File: config.mk
export PLATFORM = sky130hd
export DESIGN_NAME = atta_mul
export DESIGN_NICKNAME = d
export VERILOG_FILES = /design/src/hdl/atta_mul.sv
export SDC_FILE = /design/constraint.sdc
export NUM_CORES = 1
export LEC_CHECK = 0
export CORE_UTILIZATION = 45
export CTS_CLUSTER_DIAMETER = 30
export DETAILED_ROUTE_END_ITERATION = 16
export DONT_BUFFER_PORTS = 1
export PLACE_DENSITY_LB_ADDON = 0.1
export SLEW_MARGIN = 20
export SYNTH_ARGS = -nofsm -noshare
export SYNTH_HDL_FRONTEND = slang
export SYNTH_SLANG_ARGS = --single-unit
File: constraint.sdc
create_clock -name clock -period 12.6 [get_ports clock]
set_input_delay 0 -clock clock [delete_from_list [all_inputs] [get_ports clock]]
set_output_delay 0 -clock clock [all_outputs]
set_load 0.02 [all_outputs]
File: src/hdl/atta_mul.sv
`default_nettype none
module atta_mul (
   input  wire logic        clock,
   input  wire logic        en,
   input  wire logic [15:0] a,
   input  wire logic [15:0] b,
   output logic      [15:0] product
);

   logic [31:0] full;

   assign full = (32'(a) * 32'(b)) + 32'(16'd16384);

   always_ff @(posedge clock) begin
      if (en) begin
         product <= full[30:15];
      end
   end

endmodule
`default_nettype wire

==> impl_metrics.py, run 1 <==
metrics = {
    "cells_and_area": {
        "final_nets": 1257,
        "top_regs": "product: 16 flops",
        "largest_reg_flops": 16,
        "final_util": 0.476,
        "largest-register": "product",
        "fillers": 1863,
        "antenna_cells": 0,
        "final_layout_size_suffix_gt1_frac": 0.00651,
        "area_growth_pct": 3.26,
        "fin_cells": 1182,
    },
    "floorplanning": {
        "fp.dieW_um": 141,
        "initial_utilization": 0.461,
        "ios": 50,
        "core_area_um2": 18800,
        "die-area_um2": 19900,
        "die_h_um": 141,
        "rows": 50,
    },
    "logic_synthesis": {
        "ys_types": 37,
        "syn-cell-area_um2": 8680,
        "async_flop_share": 0,
        "syn_area_per_cell_um2": 9.12,
        "syn_nets": 1286,
        "ys_ff_latch": 16,
        "synthTopCellsByArea": "fa_1 (44%), ha_1 (15%), inv_1 (9.4%), and2_1 (8.4%), nand2_1 (6.5%)",
        "ys_warn_count": 0,
        "synth_top_area_frac": 0.445,
        "synth_edf_count": 16,
        "ys.flop_type": "edfxtp_1",
        "synth_top_cell_by_area": "fa_1",
        "syn_inst": 952,
        "yosysSeqAreaShare": 0.0553,
    },
    "timing": {
        "hold_viol": 0,
        "rsz0062_at_grt": "no",
        "tightest_slew_ns": 0.738,
        "fin_tns_setup_ns": 0,
        "drv_slew": 0,
        "fin_crit_ns": 5.11,
        "fin_crit_sh": 0.405,
        "setup_viol": 0,
        "fmax_mhz": 196,
        "max_slew_margin": 0.507,
    },
    "drt": {
        "ant_nets": 0,
        "firstDrtPassIters": 4,
        "vias": 5941,
        "via_per_inst": 5.03,
        "wl_um": 19000,
        "wl_per_cell_um": 16.1,
        "drc_errors": 0,
        "drt-initial-drc-count": 160,
    },
    "setup_path": {
        "critPathCaptureType": "flip-flop",
        "arrival_ns": 5.10,
        "cp-startpoint": "b[4]",
        "crit_required_ns": 12.59,
        "worst-path-max-fanout": 16,
        "cp-endpoint": "product[15]$_DFFE_PP_",
        "critPathKind": "input pin to flip-flop",
        "cp-start-kind": "input pin",
    },
    "global_routing": {
        "grt_max_degree": 17,
        "grt-ovfl-total": 0,
        "grt_usage": 0.203,
        "grt_pass1_vias": 6184,
        "antenna_found_initial": 0,
        "grt_pass1_wl_um": 31300,
    },
    "place": {
        "dp_hpwl_um": 16000,
        "placedCellCount": 1177,
        "port_buffers": 0,
        "place.gp.congestion": 0.839,
    },
    "clock_network": {
        "clockBufferDepth": 2,
        "cts_setup_buffers": 0,
        "cts_tree": "yes",
        "path_clk_slew_ns": 0.05,
        "htreeDepth": 1,
        "hold_buffers": 1,
        "root_buffer": "clkbuf_16",
        "cts_resized": 0,
        "cts_buffers": 3,
        "cts_sinks": 16,
    },
    "hold_path": {
        "hp-class": "input pin to flip-flop",
        "hold_start": "b[15]",
    },
    "flow_run": {
        "maxCapViolCount": 0,
    },
    "outcome": {
        "status": "complete, no violations",
    },
}
==> cells by family after synthesis <==
group,synth area share
xor gates and xnor gates,0.0202
AOI/OAI and AO/OA,0.0476
adders and majority gates,0.599
buffers and inverters,0.109
DFF,0.0553
and+or+nand+nor,0.168
==> through the flow <==
stage | hold slack, ns | setup slack [ns] | area, um^2
2_1_floorplan | 0.112 | 7.26 | 8680
5_1_grt | 0.519 | 7.26 | 8970
6_report | 0.441 | 7.49 | 8970
3_3_place_gp | 0.114 | 7.26 | 8880
3_5_place_dp | 0.114 | 7.22 | 8880
4_1_cts | 0.448 | 7.48 | 8970
==> how the worst min path moves through the flow <==
stage                                       end  depth (start not counted)
after floorplan            product[0]$_DFFE_PP_                          0
after global routing      product[15]$_DFFE_PP_                          4
final                     product[15]$_DFFE_PP_                          4
after CTS                 product[15]$_DFFE_PP_                          4
after global placement    product[14]$_DFFE_PP_                          0
after detailed placement  product[14]$_DFFE_PP_                          0
==> area by class of cell <==
class                           count  area, um^2  share of cell area
Multi-Input combinational cell    683        7250               0.809
Inverter                          218         818              0.0913
Sequential cell                    16         480              0.0536
Tap cell                          260         325              0.0363
Clock buffer                        3        75.1             0.00837
Timing Repair Buffer                1        10.0             0.00112
Clock inverter                      1        3.75            0.000419
==> synth_stat cells (2+ instances only) <==
cell type,number
inv_1,218
fa_1,193
nand2_1,151
and2_1,116
ha_1,107
clkbuf_1,35
a21oi_1,19
edfxtp_1,16
xnor2_1,15
nor2_1,14
a21o_1,8
nand4_1,5
o21a_1,5
xor2_1,5
and3_1,4
nand3_1,4
nor3_1,4
o21ai_0,4
o21ai_1,4
a31oi_1,3
o31ai_1,3
a211o_1,2
a21boi_0,2
o21bai_1,2
==> per-layer routing <==
layer,global-route usage,share of wire,up-vias,wire length (um)
met4,0.00973,0.0036,0,69
met3,0.0166,0.037,4,704
met2,0.374,0.53,97,10100
met1,0.273,0.43,3062,8090
met5,0,0,-,0
li1,-,-,2778,-
==> worst max-delay path, stage by stage <==
cell	delay, ns
and2_1	0.16
fa_1	0.53
inv_1	0.05
fa_1	0.47
fa_1	0.51
inv_1	0.05
fa_1	0.51
fa_1	0.49
inv_1	0.05
fa_1	0.47
inv_1	0.04
ha_1	0.37
nand2_1	0.08
nor2_1	0.17
nand2_1	0.10
a211o_1	0.33
a211oi_2	0.32
nor3_1	0.08
a311o_1	0.32
==> placed cells by master (no fill, tap or decap), types with 2 or more instances in the layout <==
master / n
o21bai_1: 2
nor2_1: 14
ha_1: 107
o21a_1: 5
a211o_1: 2
inv_1: 218
a21o_1: 8
nor3_1: 4
xnor2_1: 15
nand4_1: 5
nand3_1: 4
o31ai_1: 3
a31oi_1: 3
xor2_1: 5
o21ai_1: 4
fa_1: 193
clkbuf_16: 3
edfxtp_1: 16
a21boi_0: 2
and3_1: 4
a21oi_1: 19
o21ai_0: 4
nand2_1: 151
and2_1: 116
Power of run 1 is not shown: default switching activity piles up to over one toggle a cycle in this logic, so the estimate is an artifact.
==> run 2: changes to the inputs <==
ABC_AREA = 1   (was not set)
clock period = 4.4 ns   (was 12.6 ns; I/O delays follow)
==> run 2 against run 1 <==
The flow now finishes with violations (negative setup slack). Cell count is 29% higher. Die area grew 8.8%. Flip-flop and latch count unchanged. Worst hold slack worse by 0.25 ns. Wire length rose by 27%. Utilization rose by 4.3 points. Sequential share of layout area is 0.83 points lower. Via count increased by 26%. Final area increased by 18%. Synthesized area up 8.9%. Global-route usage rose by 3.9 points. Critical path depth stayed put. Critical path type unchanged.
==> impl_metrics.py, run 2 <==
metrics = {
    "logic_synthesis": {
        "yosysMostFrequentCell": "inv_1",
        "synth_top_family_by_area": "adder cells",
        "synth_compound_area_frac": 0.0331,
        "syn-cell-area_um2": 9460,
        "ys_warn_count": 0,
        "muxShareOfSynthArea": 0,
        "synth_common_cells": "inv_1 (361), nand2_1 (360), fa_1 (193)",
        "syn_area_per_cell_um2": 7.47,
        "synth_top_area_frac": 0.408,
        "yosysSeqAreaShare": 0.0508,
        "synth_fa_ha_area_frac": 0.550,
        "syn_nets": 1600,
        "async_flop_share": 0,
        "synth_edf_count": 16,
        "ys_types": 24,
        "synth_top_cell_by_area": "fa_1",
        "synthTopCellsByArea": "fa_1 (41%), inv_1 (14%), nand2_1 (14%), ha_1 (14%), edfxtp_1 (5.1%)",
        "synth-xor-area-share": 0.00741,
        "synth-simple-area-share": 0.189,
        "ys_ff_latch": 16,
        "syn_inst": 1266,
        "ys.flop_type": "edfxtp_1",
    },
    "drt": {
        "ant_nets": 0,
        "firstDrtPassIters": 5,
        "drt-initial-drc-count": 311,
        "wl_um": 24100,
        "drc_errors": 0,
        "via_per_inst": 4.91,
        "vias": 7482,
        "wl_per_cell_um": 15.8,
    },
    "floorplanning": {
        "core_area_um2": 20400,
        "fp.dieW_um": 147,
        "die_h_um": 147,
        "ios": 50,
        "initial_utilization": 0.463,
        "rows": 52,
        "die-area_um2": 21600,
    },
    "timing": {
        "fin_crit_sh": 1.02,
        "rsz0062_at_grt": "yes",
        "setup_slack_ns": -0.0715,
        "max_slew_margin": 0.549,
        "fin_tns_setup_ns": -0.215,
        "tightest_slew_ns": 0.674,
        "drv_slew": 0,
        "fin_crit_ns": 4.47,
        "fmax_mhz": 224,
        "setup_viol": 9,
        "hold_viol": 0,
    },
    "cells_and_area": {
        "antenna_cells": 0,
        "largest-register": "product",
        "final_layout_size_suffix_gt1_frac": 0.142,
        "final_nets": 1589,
        "top_regs": "product: 16 flops",
        "largest_reg_flops": 16,
        "fin_cells": 1524,
        "final_util": 0.519,
        "mostFrequentLayoutCell": "nand2_1",
        "area_growth_pct": 12.1,
        "final_cell_mix": "nand2_1 (342), inv_1 (341), fa_1 (183)",
    },
    "flow_run": {
        "maxCapViolCount": 0,
    },
    "setup_path": {
        "critPathKind": "input pin to flip-flop",
        "worst-path-max-fanout": 16,
        "cp-startpoint": "a[8]",
        "cp-start-kind": "input pin",
        "crit_required_ns": 4.41,
        "arrival_ns": 4.48,
        "critPathCaptureType": "flip-flop",
    },
    "hold_path": {
        "holdPathEnd": "product[5]$_DFFE_PP_",
        "holdPathStages": 5,
        "hp-class": "input pin to flip-flop",
        "hold_start": "b[0]",
    },
    "clock_network": {
        "cts_tree": "yes",
        "cts_buffers": 3,
        "path_clk_slew_ns": 0.05,
        "root_buffer": "clkbuf_16",
        "clockBufferDepth": 2,
        "htreeDepth": 1,
        "cts_sinks": 16,
    },
    "global_routing": {
        "grt-ovfl-total": 0,
        "grt_usage": 0.242,
        "antenna_found_initial": 0,
        "grt_pass1_wl_um": 40900,
        "grt_pass1_vias": 7839,
        "grt_max_degree": 17,
    },
    "place": {
        "dp_hpwl_um": 19900,
        "place.gp.congestion": 0.927,
        "placedCellCount": 1514,
        "port_buffers": 0,
    },
    "outcome": {
        "violations": "negative setup slack",
        "status": "complete, but fails checks",
    },
}
==> run 2: cells by family (layout without fill, tap and decap cells) <==
group                      after synthesis  after routing
AOI/OAI and AO/OA                       59             59
xor gates and xnor gates                 8              8
adders and majority gates              300            300
buffers and inverters                  428            416
DFF                                     16             16
and+or+nand+nor                        455            455
==> run 2: worst max path at each step <==
stage	cells after the start	slack, ns	endpoint
finish	19	-0.07	product[15]$_DFFE_PP_
global route	21	-0.24	product[15]$_DFFE_PP_
detailed placement	19	-0.41	product[12]$_DFFE_PP_
floorplan	21	-0.29	product[12]$_DFFE_PP_
global placement	20	-0.44	product[12]$_DFFE_PP_
CTS	22	-0.07	product[3]$_DFFE_PP_
==> run 2: critical path: stages <==
cell and delay (ns):
nand2_1 0.06, fa_1 0.50, fa_1 0.52, inv_1 0.06, fa_1 0.52, fa_1 0.52, fa_1 0.50, inv_1 0.05
fa_1 0.51, inv_2 0.05, ha_4 0.28, a21oi_4 0.18, o21ai_2 0.11, a21oi_2 0.18, nor2_1 0.09, nor2_1 0.18
nand2_1 0.07, nand2_1 0.05, nand2_1 0.04
==> run 2: routing by layer <==
metal	track usage	vias up	wire length [um]
met2	0.393	188	11000
li1	-	3580	-
met4	0.0448	0	393
met3	0.0276	28	1300
met1	0.352	3686	11400
met5	0	-	0
==> run 2: what timing repair did <==
item                                    4_1_cts  5_1_grt
setup buffers                                 0        5
endpoints found under the setup margin       12       16
gates resized for setup                      34       77
hold buffers                                  1        0
pin swaps                                    14       28
endpoints found under the hold margin        16        0
==> run 2: final cells by class <==
class,instances,area [um^2]
multi-input combinational,822,7980
clock inverter,1,3.75
sequential,16,480
timing repair buffer,44,340
inverter,368,1390
tap,270,338
fill,2011,9820
clock buffer,3,75.1
==> run 2: through the flow <==
stage	cell area, um^2	hold slack (ns)	setup slack, ns
after floorplan	10100	0.112	-0.286
after global placement	10100	0.113	-0.443
after detailed placement	10100	0.114	-0.413
after CTS	10300	0.243	-0.0727
after global routing	10600	0.252	-0.243
final	10600	0.194	-0.0715
Power of run 2 is left out for the same reason.
