File: src/hdl/atta_pkg.sv
`default_nettype none
package atta_pkg;

   localparam int CAPACITY_DEFAULT = 1024;

   localparam logic [2:0] MODE_CREATE   = 3'd0;
   localparam logic [2:0] MODE_SET      = 3'd1;
   localparam logic [2:0] MODE_DEDUCE   = 3'd2;
   localparam logic [2:0] MODE_DECAY    = 3'd3;
   localparam logic [2:0] MODE_ALLOCATE = 3'd4;
   localparam logic [2:0] MODE_CLEAR    = 3'd5;

   localparam logic [1:0] STATUS_OK      = 2'd0;
   localparam logic [1:0] STATUS_FULL    = 2'd1;
   localparam logic [1:0] STATUS_MISSING = 2'd2;

   localparam logic [15:0] HALF_Q15 = 16'd16384;
   localparam logic [15:0] ONE_Q15  = 16'd32768;

   typedef enum logic [2:0] {
      S_IDLE,
      S_DED_B,
      S_DED_MUL,
      S_ALLOC_WR,
      S_DECAY,
      S_DECAY_LAST,
      S_RESP
   } state_type;

   function automatic logic [15:0] sat_q15(input logic [15:0] v);
      return (v > ONE_Q15) ? ONE_Q15 : v;
   endfunction

endpackage
`default_nettype wire

File: src/hdl/atta_ctrl.sv
`default_nettype none
module atta_ctrl
   import atta_pkg::*;
#(
   parameter int CAPACITY = CAPACITY_DEFAULT,
   localparam int ADDR_W = (CAPACITY > 1) ? $clog2(CAPACITY) : 1,
   localparam int CNT_W = $clog2(CAPACITY + 1)
) (
   input  wire logic               clock,
   input  wire logic               reset,
   input  wire logic               req_valid,
   output logic                    req_stall,
   input  wire logic [2:0]         req_mode,
   input  wire logic [15:0]        req_first_id,
   input  wire logic [15:0]        req_second_id,
   input  wire logic [15:0]        req_new_strength,
   input  wire logic [15:0]        req_new_confidence,
   input  wire logic signed [15:0] req_attention_delta,
   output logic                    rsp_valid,
   input  wire logic               rsp_stall,
   output logic [1:0]              rsp_status,
   output logic [15:0]             rsp_created_id,
   output logic [15:0]             rsp_deduced_strength,
   output logic [15:0]             rsp_deduced_confidence,
   output logic [15:0]             rsp_atom_count,
   output logic [31:0]             rsp_cycle_count,
   output logic [31:0]             rsp_inference_count,
   output logic [31:0]             rsp_allocation_count,
   output logic                    truth_wr_en,
   output logic [ADDR_W-1:0]       truth_wr_addr,
   output logic [31:0]             truth_wr_data,
   output logic [ADDR_W-1:0]       truth_rd_addr,
   input  wire logic [31:0]        truth_rd_data,
   output logic                    attn_wr_en,
   output logic [ADDR_W-1:0]       attn_wr_addr,
   output logic [15:0]             attn_wr_data,
   output logic [ADDR_W-1:0]       attn_rd_addr,
   input  wire logic [15:0]        attn_rd_data,
   output logic                    mul_en,
   output logic [15:0]             mul_s_a,
   output logic [15:0]             mul_s_b,
   output logic [15:0]             mul_c_a,
   output logic [15:0]             mul_c_b,
   input  wire logic [15:0]        mul_s_product,
   input  wire logic [15:0]        mul_c_product
);

   state_type state_ff, state_in;

   logic [CNT_W-1:0]  entry_ff;
   logic [31:0]       cycles_ff;
   logic [31:0]       infer_ff;
   logic [31:0]       alloc_ff;
   logic              pend_ff;
   logic              rsp_valid_ff;

   logic [ADDR_W-1:0] b_idx_ff;
   logic [ADDR_W-1:0] alloc_idx_ff;
   logic [15:0]       delta_ff;
   logic [31:0]       truth_a_ff;
   logic [ADDR_W-1:0] walk_ff;
   logic [ADDR_W-1:0] pend_addr_ff;
   logic [1:0]        status_ff;
   logic [15:0]       created_ff;
   logic              ded_ok_ff;

   logic [1:0]        rsp_status_ff;
   logic [15:0]       rsp_created_ff;
   logic [15:0]       rsp_ded_s_ff;
   logic [15:0]       rsp_ded_c_ff;
   logic [15:0]       rsp_count_ff;
   logic [31:0]       rsp_cycles_ff;
   logic [31:0]       rsp_infer_ff;
   logic [31:0]       rsp_alloc_ff;

   logic              accept;
   logic              out_free;
   logic              a_valid;
   logic              b_valid;
   logic              full;
   logic [ADDR_W-1:0] a_idx;
   logic [ADDR_W-1:0] b_idx;
   logic [ADDR_W-1:0] entry_idx;
   logic [ADDR_W-1:0] last_idx;

   assign accept    = req_valid && (state_ff == S_IDLE);
   assign out_free  = !rsp_valid_ff || !rsp_stall;
   assign a_valid   = (req_first_id != 16'd0) && (req_first_id <= 16'(entry_ff));
   assign b_valid   = (req_second_id != 16'd0) && (req_second_id <= 16'(entry_ff));
   assign full      = (entry_ff == CNT_W'(CAPACITY));
   assign a_idx     = ADDR_W'(req_first_id - 16'd1);
   assign b_idx     = ADDR_W'(req_second_id - 16'd1);
   assign entry_idx = ADDR_W'(entry_ff);
   assign last_idx  = ADDR_W'(entry_ff - CNT_W'(1));

   always_comb begin
      state_in = state_ff;
      case (state_ff)
         S_IDLE: begin
            if (accept) begin
               case (req_mode)
                  MODE_DEDUCE:   state_in = (a_valid && b_valid) ? S_DED_B : S_RESP;
                  MODE_DECAY:    state_in = (entry_ff != '0) ? S_DECAY : S_RESP;
                  MODE_ALLOCATE: state_in = a_valid ? S_ALLOC_WR : S_RESP;
                  default:       state_in = S_RESP;
               endcase
            end
         end
         S_DED_B:      state_in = S_DED_MUL;
         S_DED_MUL:    state_in = S_RESP;
         S_ALLOC_WR:   state_in = S_RESP;
         S_DECAY: begin
            if (walk_ff == last_idx) begin
               state_in = S_DECAY_LAST;
            end
         end
         S_DECAY_LAST: state_in = S_RESP;
         S_RESP: begin
            if (out_free) begin
               state_in = S_IDLE;
            end
         end
         default:      state_in = S_IDLE;
      endcase
   end

   always_comb begin
      req_stall     = (state_ff != S_IDLE);
      truth_wr_en   = 1'b0;
      truth_wr_addr = a_idx;
      truth_wr_data = {sat_q15(req_new_strength), sat_q15(req_new_confidence)};
      truth_rd_addr = (state_ff == S_IDLE) ? a_idx : b_idx_ff;
      attn_wr_en    = 1'b0;
      attn_wr_addr  = pend_addr_ff;
      attn_wr_data  = ((attn_rd_data != 16'd0) && !attn_rd_data[15]) ?
                      (attn_rd_data - 16'd1) : attn_rd_data;
      attn_rd_addr  = (state_ff == S_DECAY) ? walk_ff : a_idx;
      mul_en        = (state_ff == S_DED_MUL);
      mul_s_a       = truth_a_ff[31:16];
      mul_s_b       = truth_rd_data[31:16];
      mul_c_a       = truth_a_ff[15:0];
      mul_c_b       = truth_rd_data[15:0];
      case (state_ff)
         S_IDLE: begin
            if (accept && (req_mode == MODE_CREATE) && !full) begin
               truth_wr_en   = 1'b1;
               truth_wr_addr = entry_idx;
               truth_wr_data = {HALF_Q15, HALF_Q15};
               attn_wr_en    = 1'b1;
               attn_wr_addr  = entry_idx;
               attn_wr_data  = 16'd0;
            end else if (accept && (req_mode == MODE_SET) && a_valid) begin
               truth_wr_en = 1'b1;
            end
         end
         S_ALLOC_WR: begin
            attn_wr_en   = 1'b1;
            attn_wr_addr = alloc_idx_ff;
            attn_wr_data = attn_rd_data + delta_ff;
         end
         S_DECAY, S_DECAY_LAST: begin
            attn_wr_en = pend_ff;
         end
         default: begin
         end
      endcase
   end

   always_ff @(posedge clock) begin
      if (reset) begin
         state_ff     <= S_IDLE;
         entry_ff     <= '0;
         cycles_ff    <= '0;
         infer_ff     <= '0;
         alloc_ff     <= '0;
         pend_ff      <= 1'b0;
         rsp_valid_ff <= 1'b0;
      end else begin
         state_ff <= state_in;
         pend_ff  <= (state_ff == S_DECAY);
         if (accept) begin
            case (req_mode)
               MODE_CREATE: begin
                  if (!full) begin
                     entry_ff  <= entry_ff + CNT_W'(1);
                     cycles_ff <= cycles_ff + 32'd1;
                  end
               end
               MODE_DECAY: begin
                  cycles_ff <= cycles_ff + 32'd1;
                  alloc_ff  <= alloc_ff + 32'd1;
               end
               MODE_CLEAR: begin
                  entry_ff  <= '0;
                  cycles_ff <= '0;
                  infer_ff  <= '0;
                  alloc_ff  <= '0;
               end
               default: begin
               end
            endcase
         end
         if (state_ff == S_DED_MUL) begin
            infer_ff  <= infer_ff + 32'd1;
            cycles_ff <= cycles_ff + 32'd1;
         end
         if (state_ff == S_ALLOC_WR) begin
            alloc_ff  <= alloc_ff + 32'd1;
            cycles_ff <= cycles_ff + 32'd1;
         end
         if ((state_ff == S_RESP) && out_free) begin
            rsp_valid_ff <= 1'b1;
         end else if (!rsp_stall) begin
            rsp_valid_ff <= 1'b0;
         end
      end
   end

   always_ff @(posedge clock) begin
      if (accept) begin
         b_idx_ff     <= b_idx;
         alloc_idx_ff <= a_idx;
         delta_ff     <= req_attention_delta;
         walk_ff      <= '0;
         status_ff    <= STATUS_OK;
         created_ff   <= 16'd0;
         ded_ok_ff    <= 1'b0;
         case (req_mode)
            MODE_CREATE: begin
               if (full) begin
                  status_ff <= STATUS_FULL;
               end else begin
                  created_ff <= 16'(entry_ff) + 16'd1;
               end
            end
            MODE_SET, MODE_ALLOCATE: begin
               if (!a_valid) begin
                  status_ff <= STATUS_MISSING;
               end
            end
            MODE_DEDUCE: begin
               if (!(a_valid && b_valid)) begin
                  status_ff <= STATUS_MISSING;
               end
            end
            default: begin
            end
         endcase
      end
      if (state_ff == S_DED_B) begin
         truth_a_ff <= truth_rd_data;
      end
      if (state_ff == S_DED_MUL) begin
         ded_ok_ff <= 1'b1;
      end
      if (state_ff == S_DECAY) begin
         walk_ff      <= walk_ff + ADDR_W'(1);
         pend_addr_ff <= walk_ff;
      end
      if ((state_ff == S_RESP) && out_free) begin
         rsp_status_ff  <= status_ff;
         rsp_created_ff <= created_ff;
         rsp_ded_s_ff   <= ded_ok_ff ? mul_s_product : 16'd0;
         rsp_ded_c_ff   <= ded_ok_ff ? mul_c_product : 16'd0;
         rsp_count_ff   <= 16'(entry_ff);
         rsp_cycles_ff  <= cycles_ff;
         rsp_infer_ff   <= infer_ff;
         rsp_alloc_ff   <= alloc_ff;
      end
   end

   assign rsp_valid              = rsp_valid_ff;
   assign rsp_status             = rsp_status_ff;
   assign rsp_created_id         = rsp_created_ff;
   assign rsp_deduced_strength   = rsp_ded_s_ff;
   assign rsp_deduced_confidence = rsp_ded_c_ff;
   assign rsp_atom_count         = rsp_count_ff;
   assign rsp_cycle_count        = rsp_cycles_ff;
   assign rsp_inference_count    = rsp_infer_ff;
   assign rsp_allocation_count   = rsp_alloc_ff;

endmodule
`default_nettype wire

File: config.mk
export PLATFORM = sky130hd
export DESIGN_NAME = atta_ctrl
export DESIGN_NICKNAME = d
export VERILOG_FILES = /design/src/hdl/atta_pkg.sv /design/src/hdl/atta_ctrl.sv
export SDC_FILE = /design/constraint.sdc
export NUM_CORES = 1
export LEC_CHECK = 0
export BUFFER_PORTS_ARGS = -buffer_cell sky130_fd_sc_hd__buf_2
export CAP_MARGIN = 15
export CORE_AREA = 2 2 188 190
export CTS_CLUSTER_DIAMETER = 150
export DETAILED_ROUTE_END_ITERATION = 8
export DIE_AREA = 0 0 190 192
export GPL_TIMING_DRIVEN = 0
export PLACE_DENSITY = 0.76
export SYNTH_ARGS = -nofsm -noshare
export SYNTH_HDL_FRONTEND = slang
export SYNTH_SLANG_ARGS = --single-unit
File: constraint.sdc
create_clock -name clock -period 13.4 [get_ports clock]
set_clock_uncertainty 0.2 [all_clocks]
set_input_delay 2.01 -clock clock [delete_from_list [all_inputs] [get_ports clock]]
set_output_delay 2.01 -clock clock [all_outputs]
set_load 0.02 [all_outputs]
==> reports/summary.txt <==
Outcome -> completed
Clock sink total -> 368
Io pins -> 486
Seq/Total Area, Yosys -> 58.32%
# DRC -> 0
Worst-path clk slew -> 0.06 ns
Routed WL -> 49850 µm
Area grow syn2layout -> 25.29%
Hold/Removal Path Class -> flip-flop to flip-flop
CP top delay family -> compound AO/OA/AOI/OAI gates
P per Cell Area -> 126.1 mW/mm²
Router iterations before antenna repair -> 6
Pleak -> 8.607 nW
Highest Clock Rate -> 139.6 MHz
Hold-fix buffers at CTS -> 0
Period utilisation layout -> 53.46%
Primary FF master, synth -> edfxtp_1
Placed insts -> 2490
Initial Util -> 49.60%
Routed wire per std cell -> 19.46 µm
Number of synthesized flops with an enable pin -> 255
Largest net degree at the start of global routing -> 37
Deepest clock path buffer count -> 3
GP Congestion -> 0.9138
Ant. Diodes -> 0
Yosys cell types -> 79
Commonest non-fill, non-tap cell in the layout -> buf_2
Worst setup SP type -> input port
Global-route wire length before repair -> 74650 µm
Final worst slack -> 6.237 ns
Multi-input gate area -> 0.006399 mm²
Share of cells above drive strength 1 -> 29.24%
Fin. Hold Viols -> 0
Number of global-route vias before repair -> 13600
CP endpoint kind -> output port
Syn_area_per_cell -> 11.00 µm²
Post-Place Worst Slack -> 6.278 ns
CTS resizes -> 0
Post-CTS Setup Repair Bufs -> 0
Clock Tree Root -> clkbuf_16
Worst-path maximum fanout -> 4
CTS Buf Count -> 39
VDD IR max -> 0.00009049 V
Synth Cell Area -> 0.01701 mm²
Die Y-Extent -> 192 µm
Tmin final -> 7.163 ns
GR Overflow Total -> 0
Post-synthesis async set-or-reset flop share -> 0%
Post-route core utilization -> 62.15%
Least-Margin Pin Slew -> 1.015 ns
Final ANT Viol Nets -> 0
DP HPWL -> 38470 µm
Via density -> 5.525
Critical R2R Launch -> entry_ff[0]
Commonest non-fill, non-tap cells in the layout -> buf_2 (479), edfxtp_1 (255), nor2_1 (174)
WS Path Type -> input port to output port
Sequential cell area -> 0.009920 mm²
Clock Latency Late Sink -> 0.53 ns
Total GRT Usage -> 26.32%
Syn Inst Count -> 1546
H-tree levels -> 2
Non-Filler Instances -> 2562
Die area -> 0.03648 mm²
Hold Path Origin -> status_ff[1]
Buffers & Inverters on Critical Path -> 2
PortBufs -> 473
Crit path largest cell delay -> 0.49 ns
CP Cell Sequence -> buf_2, ha_1, a211oi_1, o21ai_0, a31oi_1, o31ai_1, a31oi_1, xnor2_1, a221oi_1, a311oi_1, buf_2
Filler instances -> 2803
CP max-delay cell -> a311oi_1
WP data required -> 11.19 ns
Final setup violation count -> 0
Die X -> 190 µm
YS warnings -> 0
Final Max Slew Viols -> 0
Initial antenna violation count -> 2
Crit path launch -> attn_rd_data[1]
CTS tree -> done
Rel. slew slack -> 32.34%
Flops & latches, synth -> 368
Core Area -> 0.03429 mm²
RSZ-0062 raised after global routing -> no
MaxCap Viol Count -> 0
Vias -> 14160
Rows -> 68
CP arrival -> 4.95 ns
DR iter-0 viols -> 909
Nets -> 2291
cell usage after synthesis (all sizes together) (3+ instances only):
cell type,instances,area (µm²)
nor4bb,3,30.03
a21o,15,112.6
a21oi,99,495.5
a31oi,11,83.83
or2,8,50.05
nor2,175,659.4
nor4,18,155.1
nand3,66,345.3
or3,23,148.9
o21ai,51,259.0
xnor2,61,534.3
o31ai,6,45.04
ha,47,588.1
a22oi,11,82.58
and4,7,61.31
nand2b,7,46.30
dfxtp,113,2262
nor3,43,220.2
o211ai,6,45.04
or4,6,48.80
xor2,51,446.7
nand3b,4,30.03
o2111ai,4,35.03
o21bai,3,22.52
o21a,6,45.04
inv,45,168.9
a311oi,3,26.28
clkbuf,48,180.2
nand4,30,187.7
o22ai,13,81.33
and3,18,112.6
nor2b,10,62.56
a211oi,15,117.6
nor3b,3,22.52
and2,67,419.2
edfxtp,255,7657
mux2i,5,50.05
buf,54,386.6
nand2,109,411.7
registers in the layout, summed over array words and instances, names as in the netlist, 11 cells and up:
register                flops
rsp_created_id             12
cycles_ff                  32
created_ff                 12
rsp_atom_count             11
entry_ff                   11
rsp_cycle_count            32
rsp_inference_count        32
rsp_deduced_confidence     16
delta_ff                   16
rsp_deduced_strength       16
rsp_allocation_count       32
truth_a_ff                 32
infer_ff                   32
alloc_ff                   32
final timing paths:
path,slack (ns),endpoint,cells after the start
worst min register to register,0.22,rsp_status[1],0
worst max register to register,9.39,entry_ff[4],9
worst max-delay path,6.24,attn_wr_data[15],11
worst min-delay path,0.22,rsp_status[1],0
area by class of cell:
class                      instances  share of cell area (%)
clock buffer                      50                   4.821
buffer                           102                   2.660
clock inverter                    22                  0.6459
multi-input combinational       1039                   30.03
tap                              455                   2.672
timing repair buffer             481                   11.83
inverter                          45                  0.7927
sequential                       368                   46.55
layer usage:
metal | routed length (µm) | vias up | track usage [%]
li1 | - | 6612 | -
met1 | 19630 | 6763 | 32.52
met2 | 24500 | 649 | 45.44
met3 | 3532 | 128 | 4.166
met4 | 2157 | 4 | 12.08
met5 | 25 | - | 0
stage by stage:
| step | hold slack (ns) | power, W | instance area (µm²) | setup TNS, ns |
|---|---|---|---|---|
| after global routing | 0.2269 | 0.002781 | 21310 | 0 |
| after floorplan | 0.2003 | 0.001558 | 17040 | 0 |
| after global placement | 0.2076 | 0.001708 | 19970 | -3.524 |
| after detailed placement | 0.2045 | 0.001712 | 20140 | 0 |
| final | 0.2176 | 0.002687 | 21310 | 0 |
| after CTS | 0.2180 | 0.002703 | 21310 | 0 |
power by group:
part / internal (W) / switching [W] / leakage (nW) / total (W)
sequential: 0.00127 / 0.0000255 / 3.37 / 0.00130
clock: 0.000563 / 0.000433 / 0.581 / 0.000996
combinational: 0.000137 / 0.000257 / 4.65 / 0.000394
total: 0.00197 / 0.000715 / 8.61 / 0.00269
cell families after synthesis:
logic type	after synthesis	share of synthesized area, %
AOI/OAI and AO/OA	259	9.490
other	1	0.02205
and+or+nand+nor	604	18.07
muxes	7	0.4267
xor gates and xnor gates	112	5.768
DFF	368	58.32
buffers and inverters	147	4.326
adders and majority gates	48	3.575
No activity file was read; power rests on OpenSTA's default activity.
